`config.mk`:
```
export PLATFORM = sky130hd
export DESIGN_NAME = ptu_ctrl
export DESIGN_NICKNAME = d
export VERILOG_FILES = /design/src/rtl/ptu_pkg.sv /design/src/rtl/ptu_ctrl.sv
export SDC_FILE = /design/constraint.sdc
export NUM_CORES = 1
export LEC_CHECK = 0
export BUFFER_PORTS_ARGS = -buffer_cell sky130_fd_sc_hd__buf_2
export CORE_ASPECT_RATIO = 2
export CORE_MARGIN = 5
export CORE_UTILIZATION = 46
export CTS_CLUSTER_DIAMETER = 120
export DETAILED_ROUTE_END_ITERATION = 6
export GPL_ROUTABILITY_DRIVEN = 0
export PLACE_DENSITY_LB_ADDON = 0.15
export REMOVE_ABC_BUFFERS = 1
export SKIP_CTS_REPAIR_TIMING = 1
export SYNTH_ARGS = -nofsm -noshare
export SYNTH_HDL_FRONTEND = slang
export SYNTH_SLANG_ARGS = --single-unit
```
`constraint.sdc`:
```
create_clock -name clk_i -period 5.1 [get_ports clk_i]
set_clock_uncertainty 0.1 [all_clocks]
set_input_delay 0.255 -clock clk_i [delete_from_list [all_inputs] [get_ports clk_i]]
set_output_delay 0.255 -clock clk_i [all_outputs]
set_load 0.005 [all_outputs]
```
`src/rtl/ptu_pkg.sv`:
```
// Shared types, constants and arithmetic helpers of the particle table.
package ptu_pkg;

  localparam int MAX_PARTICLES = 64;
  localparam int IDX_W = (MAX_PARTICLES > 1) ? $clog2(MAX_PARTICLES) : 1;
  localparam int CNT_W = $clog2(MAX_PARTICLES + 1);
  localparam int BURST_W = 7;
  localparam int SUM_W = ((CNT_W > BURST_W) ? CNT_W : BURST_W) + 1;

  localparam logic [31:0] LFSR_SEED = 32'hACE1ACE1;
  localparam logic [31:0] LFSR_MASK = 32'h80200003;
  localparam logic signed [31:0] TENTH_Q16 = 32'sd6554;
  localparam logic signed [16:0] HALF_RANGE = 17'sd32768;

  typedef enum logic [1:0] {
    OP_TICK  = 2'd0,
    OP_ADD   = 2'd1,
    OP_BURST = 2'd2,
    OP_NONE  = 2'd3
  } op_e;

  typedef enum logic [1:0] {
    REG_GRAVITY      = 2'd0,
    REG_SPEED_SCALE  = 2'd1,
    REG_MAX_AGE      = 2'd2,
    REG_POINT_RADIUS = 2'd3
  } reg_idx_e;

  typedef struct packed {
    logic [1:0]         op;
    logic [31:0]        time_step;
    logic signed [31:0] start_x;
    logic signed [31:0] start_y;
    logic signed [31:0] start_z;
    logic signed [31:0] vel_x_in;
    logic signed [31:0] vel_y_in;
    logic signed [31:0] vel_z_in;
    logic [6:0]         burst_count;
  } in_t;

  typedef struct packed {
    logic signed [31:0] out_x;
    logic signed [31:0] out_y;
    logic signed [31:0] out_z;
    logic [31:0]        out_radius;
    logic               present;
    logic               accepted;
    logic               last;
  } out_t;

  // One table entry.
  typedef struct packed {
    logic signed [31:0] px;
    logic signed [31:0] py;
    logic signed [31:0] pz;
    logic signed [31:0] vx;
    logic signed [31:0] vy;
    logic signed [31:0] vz;
    logic signed [31:0] ay;
    logic [31:0]        age;
  } ent_t;

  // Commands from the controller to the datapath.
  typedef struct packed {
    logic             ld_in;
    logic             k_mul;
    logic             k_sat;
    logic             rd_en;
    logic [IDX_W-1:0] rd_addr;
    logic             mul;
    logic             wr_upd;
    logic             wr_add;
    logic             burst;
    logic [IDX_W-1:0] wr_addr;
    logic             out_ld;
    logic             out_present;
    logic             out_accepted;
    logic             out_last;
  } cmd_t;

  typedef struct packed {
    logic out_free;
    logic survive;
  } sts_t;

  function automatic logic [31:0] lfsr_step(input logic [31:0] s);
    logic [31:0] r;
    r = s >> 1;
    if (s[0]) r = r ^ LFSR_MASK;
    return r;
  endfunction

  // Burst velocity from the upper half of the generator state.
  function automatic logic signed [31:0] draw_vel(input logic [31:0] s);
    logic signed [16:0] d;
    logic signed [31:0] p;
    d = $signed({1'b0, s[31:16]}) - HALF_RANGE;
    p = 32'(d) * TENTH_Q16;
    return p >>> 16;
  endfunction

  // base + floor(+-p / 2^16), saturated to the signed 32-bit range.
  function automatic logic signed [31:0] sat_add(input logic signed [31:0] base,
                                                 input logic neg, input logic [63:0] p);
    logic signed [64:0] s;
    logic signed [65:0] sum;
    s = neg ? -$signed({1'b0, p}) : $signed({1'b0, p});
    sum = 66'(base) + 66'(s >>> 16);
    if (sum > 66'sd2147483647) return 32'sh7FFFFFFF;
    if (sum < -66'sd2147483648) return 32'sh80000000;
    return sum[31:0];
  endfunction

endpackage

```
`src/rtl/ptu_ctrl.sv`:
```
// Controller state machine that sequences adds, tick updates and emission.
module ptu_ctrl import ptu_pkg::*; (
  input  logic             clk_i,
  input  logic             rst_ni,
  input  logic             in_valid_i,
  output logic             in_stall_o,
  input  logic [1:0]       op_i,
  input  logic [BURST_W-1:0] burst_count_i,
  input  sts_t             sts_i,
  output cmd_t             cmd_o
);

  typedef enum logic [3:0] {
    S_IDLE, S_ADD, S_KMUL, S_KSAT, S_TRD, S_TMUL, S_TWR, S_ERD, S_EOUT, S_REPLY
  } state_e;

  state_e             state_q;
  logic [CNT_W-1:0]   live_q, i_q, w_q;
  logic [BURST_W-1:0] rem_q;
  logic               burst_q, acc_q;
  logic [SUM_W-1:0]   need;
  logic [CNT_W-1:0]   w_next;

  assign in_stall_o = (state_q != S_IDLE);
  assign need = SUM_W'(live_q) + SUM_W'(op_e'(op_i) == OP_ADD ? BURST_W'(1) : burst_count_i);
  assign w_next = w_q + CNT_W'(sts_i.survive);

  always_comb begin
    cmd_o = '0;
    cmd_o.burst = burst_q;
    case (state_q)
      S_IDLE: cmd_o.ld_in = in_valid_i;
      S_ADD: begin
        cmd_o.wr_add = 1'b1;
        cmd_o.wr_addr = live_q[IDX_W-1:0];
      end
      S_KMUL: cmd_o.k_mul = 1'b1;
      S_KSAT: cmd_o.k_sat = 1'b1;
      S_TRD: begin
        cmd_o.rd_en = 1'b1;
        cmd_o.rd_addr = i_q[IDX_W-1:0];
      end
      S_TMUL: cmd_o.mul = 1'b1;
      S_TWR: begin
        cmd_o.wr_upd = 1'b1;
        cmd_o.wr_addr = w_q[IDX_W-1:0];
      end
      S_ERD: begin
        cmd_o.rd_en = 1'b1;
        cmd_o.rd_addr = i_q[IDX_W-1:0];
      end
      S_EOUT: begin
        cmd_o.out_ld = sts_i.out_free;
        cmd_o.out_present = 1'b1;
        cmd_o.out_last = (i_q + CNT_W'(1) == live_q);
      end
      S_REPLY: begin
        cmd_o.out_ld = sts_i.out_free;
        cmd_o.out_accepted = acc_q;
        cmd_o.out_last = 1'b1;
      end
      default: cmd_o = '0;
    endcase
  end

  always_ff @(posedge clk_i or negedge rst_ni) begin
    if (!rst_ni) begin
      state_q <= S_IDLE;
      live_q  <= '0;
      i_q     <= '0;
      w_q     <= '0;
      rem_q   <= '0;
      burst_q <= 1'b0;
      acc_q   <= 1'b0;
    end else begin
      case (state_q)
        S_IDLE: begin
          if (in_valid_i) begin
            burst_q <= (op_e'(op_i) == OP_BURST);
            rem_q   <= (op_e'(op_i) == OP_ADD) ? BURST_W'(1) : burst_count_i;
            case (op_e'(op_i))
              OP_TICK: begin
                acc_q   <= 1'b0;
                state_q <= S_KMUL;
              end
              OP_ADD, OP_BURST: begin
                if (need > SUM_W'(MAX_PARTICLES)) begin
                  acc_q   <= 1'b0;
                  state_q <= S_REPLY;
                end else if (need == SUM_W'(live_q)) begin
                  acc_q   <= 1'b1;
                  state_q <= S_REPLY;
                end else begin
                  acc_q   <= 1'b0;
                  state_q <= S_ADD;
                end
              end
              default: begin
                acc_q   <= 1'b0;
                state_q <= S_REPLY;
              end
            endcase
          end
        end
        S_ADD: begin
          live_q <= live_q + CNT_W'(1);
          rem_q  <= rem_q - BURST_W'(1);
          if (rem_q == BURST_W'(1)) begin
            acc_q   <= 1'b1;
            state_q <= S_REPLY;
          end
        end
        S_KMUL: state_q <= S_KSAT;
        S_KSAT: begin
          i_q <= '0;
          w_q <= '0;
          state_q <= (live_q == '0) ? S_REPLY : S_TRD;
        end
        S_TRD: state_q <= S_TMUL;
        S_TMUL: state_q <= S_TWR;
        S_TWR: begin
          w_q <= w_next;
          if (i_q + CNT_W'(1) == live_q) begin
            live_q  <= w_next;
            i_q     <= '0;
            state_q <= (w_next == '0) ? S_REPLY : S_ERD;
          end else begin
            i_q     <= i_q + CNT_W'(1);
            state_q <= S_TRD;
          end
        end
        S_ERD: state_q <= S_EOUT;
        S_EOUT: begin
          if (sts_i.out_free) begin
            i_q <= i_q + CNT_W'(1);
            state_q <= (i_q + CNT_W'(1) == live_q) ? S_IDLE : S_ERD;
          end
        end
        S_REPLY: if (sts_i.out_free) state_q <= S_IDLE;
        default: state_q <= S_IDLE;
      endcase
    end
  end

endmodule

```
==> impl_metrics.tcl <==
set metrics [dict create \
    row_count 42 \
    path_buf_inv 1 \
    ant_nets 0 \
    tightest_slew_ns 1.01 \
    finalSetupViolCount 0 \
    cts_tree "yes" \
    yosysSeqAreaShare_pct 26.9 \
    ctsRootBufferMaster "clkbuf_16" \
    synth_edf_count 0 \
    worstPathArrival_ns 3.13 \
    worstSetupStartpointType "register" \
    grt_antenna_before_repair 0 \
    critPathMostFrequentCell "a21oi_1" \
    place_area_um2 3320 \
    dp_hpwl_um 6920 \
    peakVddDrop_mv 0.287 \
    max_stage_delay_ns 0.89 \
    fmax_mhz 325 \
    drive_above_1_share_pct 15.2 \
    fin_setup_tns_ns 0 \
    internal_power_uw 939 \
    n_antenna_cell 0 \
    via_count 2956 \
    die_w_um 68.7 \
    p_leak_uw 0.00156 \
    period_minus_slack_ns 3.07 \
    rr_startpoint "state_q[0]$_DFFE_PN0P_" \
    viasPerCell 5.95 \
    dieHeight_um 127 \
    crit_start "state_q[0]$_DFFE_PN0P_" \
    drv_cap 0 \
    dr.pass1.iters 5 \
    overflow 0 \
    yosysWarnings 0 \
    synthFlopType "dfrtp_1" \
    crit_slowest_cell "a21oi_1" \
    ys_async_sr_fraction_pct 100 \
    utilization_pct 52.0 \
    nets 441 \
    clk_latency_ns 0.29 \
    cp-end-kind "register" \
    h-tree-depth 2 \
    numCtsBuffers 5 \
    clkPwrFrac_pct 18.1 \
    area.growth.synth_to_final_pct 9.64 \
    clkTransAtPathRegs_ns 0.06 \
    clock_sinks 34 \
    start_util_pct 47.5 \
    final_common_cell "nand2_1" \
    grt_pass1_vias 2870 \
    fp.dieArea_um2 8750 \
    finalHoldViolCount 16 \
    cellPowerDensity_nw_per_um2 508 \
    crit_fanout 22 \
    final_cells 497 \
    rsz0062_at_grt "false" \
    violations "negative hold slack" \
    final_cell_area_um2 3470 \
    comb_power_share_pct 51.4 \
    slew_headroom_pct 32.8 \
    netlist_area_um2 3170 \
    io_pins 39 \
    syn_area_per_cell_um2 8.10 \
    grt_pass1_wl_um 14400 \
    dpl_worst_slack_ns 1.88 \
    crit_chain "nand2b_1, or2_2, inv_1, a21oi_1, nor3_1, a21oi_1, o21ai_0" \
    hp-class "in -> async" \
    required_ns 5.16 \
    timing.final.crit_share_pct 60.2 \
    routedWlPerCell_um 18.3 \
    path_class "reg -> reg" \
    crit_family "compound AO/OA/AOI/OAI gates" \
    dp.cells 489 \
    fillers 680 \
    clockBufferDepth 2 \
    io_buffer_count 38 \
    seqPwrFrac_pct 30.5 \
    route.detailed.drc 0 \
    core_area_um2 6670 \
    holdWs_ns -0.0137 \
    ys_seq_elements 34 \
    routed_wl_um 9110 \
    switching_share_pct 46.7 \
    slew_viol_final 0 \
    synth_cell_types 69 \
    grt.total_usage_pct 22.1 \
    power_switching_uw 824 \
    outcome "complete, but fails checks" \
    setup_ws_ns 2.03 \
    synthCells 391 \
    drtIter0Drc 207 \
    final_cell_mix "nand2_1, buf_2, dfrtp_1, nor2_1, o21ai_0" \
    grt_max_degree 35 \
]
-- path summary, 6_finish.rpt --
check / end / slack (ns) / cells after the start
min in group clk_i: burst_q$_DFFE_PN0P_ / 0.25 / 3
max in group asynchronous: state_q[1]$_DFFE_PN0P_ / 4.36 / 1
min: live_q[4]$_DFFE_PN0P_ / -0.01 / 1
min reg2reg: burst_q$_DFFE_PN0P_ / 0.42 / 1
max: i_q[3]$_DFFE_PN0P_ / 2.03 / 7
max reg2reg: i_q[3]$_DFFE_PN0P_ / 2.03 / 7
-- cells in the mapped netlist, types with 3 or more instances --
cell type / n / area share [%]
and4_1: 3 / 0.83
nand3_1: 10 / 1.6
a22o_1: 5 / 1.4
nor2b_1: 8 / 1.6
ha_1: 18 / 7.1
a31oi_1: 5 / 0.99
nor3_1: 12 / 1.9
a221o_1: 3 / 0.95
nor2_1: 25 / 3.0
buf_2: 15 / 2.4
inv_1: 17 / 2.0
nand2b_1: 9 / 1.8
xnor2_1: 16 / 4.4
buf_4: 4 / 0.95
a21oi_1: 22 / 3.5
o211ai_1: 5 / 1.2
dfrtp_1: 34 / 27
o22ai_1: 8 / 1.6
nor4_1: 4 / 0.79
nor3b_1: 3 / 0.71
o21ai_0: 24 / 3.8
a21o_1: 4 / 0.95
and2_1: 9 / 1.8
or2_2: 5 / 0.99
clkbuf_1: 8 / 0.95
and3_1: 10 / 2.0
o2bb2ai_1: 4 / 1.1
nand2_1: 39 / 4.6
xor2_1: 10 / 2.8
-- flip-flops by register name, summed over array words and instances (netlist names) --
register	count
state_q	4
live_q	7
rem_q	7
burst_q	1
i_q	7
acc_q	1
w_q	7
-- stage by stage --
step | power, uW | hold WS, ns
3_3_place_gp | 1420 | 0.309
2_1_floorplan | 1160 | -0.141
4_1_cts | 1770 | 0.00832
5_1_grt | 1900 | 0.0505
3_5_place_dp | 1440 | 0.313
6_report | 1760 | -0.0137
-- logic make-up after synthesis --
kind of cell / share of synthesized area, %
AND/OR/NAND/NOR: 25.4
AO/OA/AOI/OAI: 24.1
buffers and inverters: 6.75
flip-flops: 26.9
XOR/XNOR: 8.41
adder cells (fa/ha/maj): 7.74
multiplexers: 0.671
-- area by class of cell --
class                           instances  area (um^2)  share of cell area, %
Timing Repair Buffer                   38          190                   5.48
Multi-Input combinational cell        311         2100                   60.6
Sequential cell                        34          851                   24.5
Inverter                               18         67.6                   1.95
Clock buffer                            6          139                   4.00
Clock inverter                          2         12.5                  0.360
Tap cell                               88          110                   3.17
-- power groups by stage --
stage | sequential [uW] | combinational (uW) | clock, uW
global placement | 537 | 885 | 0
global route | 558 | 1010 | 334
CTS | 535 | 910 | 324
detailed placement | 540 | 903 | 0
finish | 539 | 906 | 318
floorplan | 477 | 678 | 0
-- metal layers --
metal	GRT usage, %	vias to the layer above	share of wire, %
met5	0	-	0
met4	11.5	0	4.2
met3	3.60	28	4.3
met2	41.0	79	56
met1	22.2	1406	36
li1	-	1443	-
No activity file was read; power rests on OpenSTA's default activity.
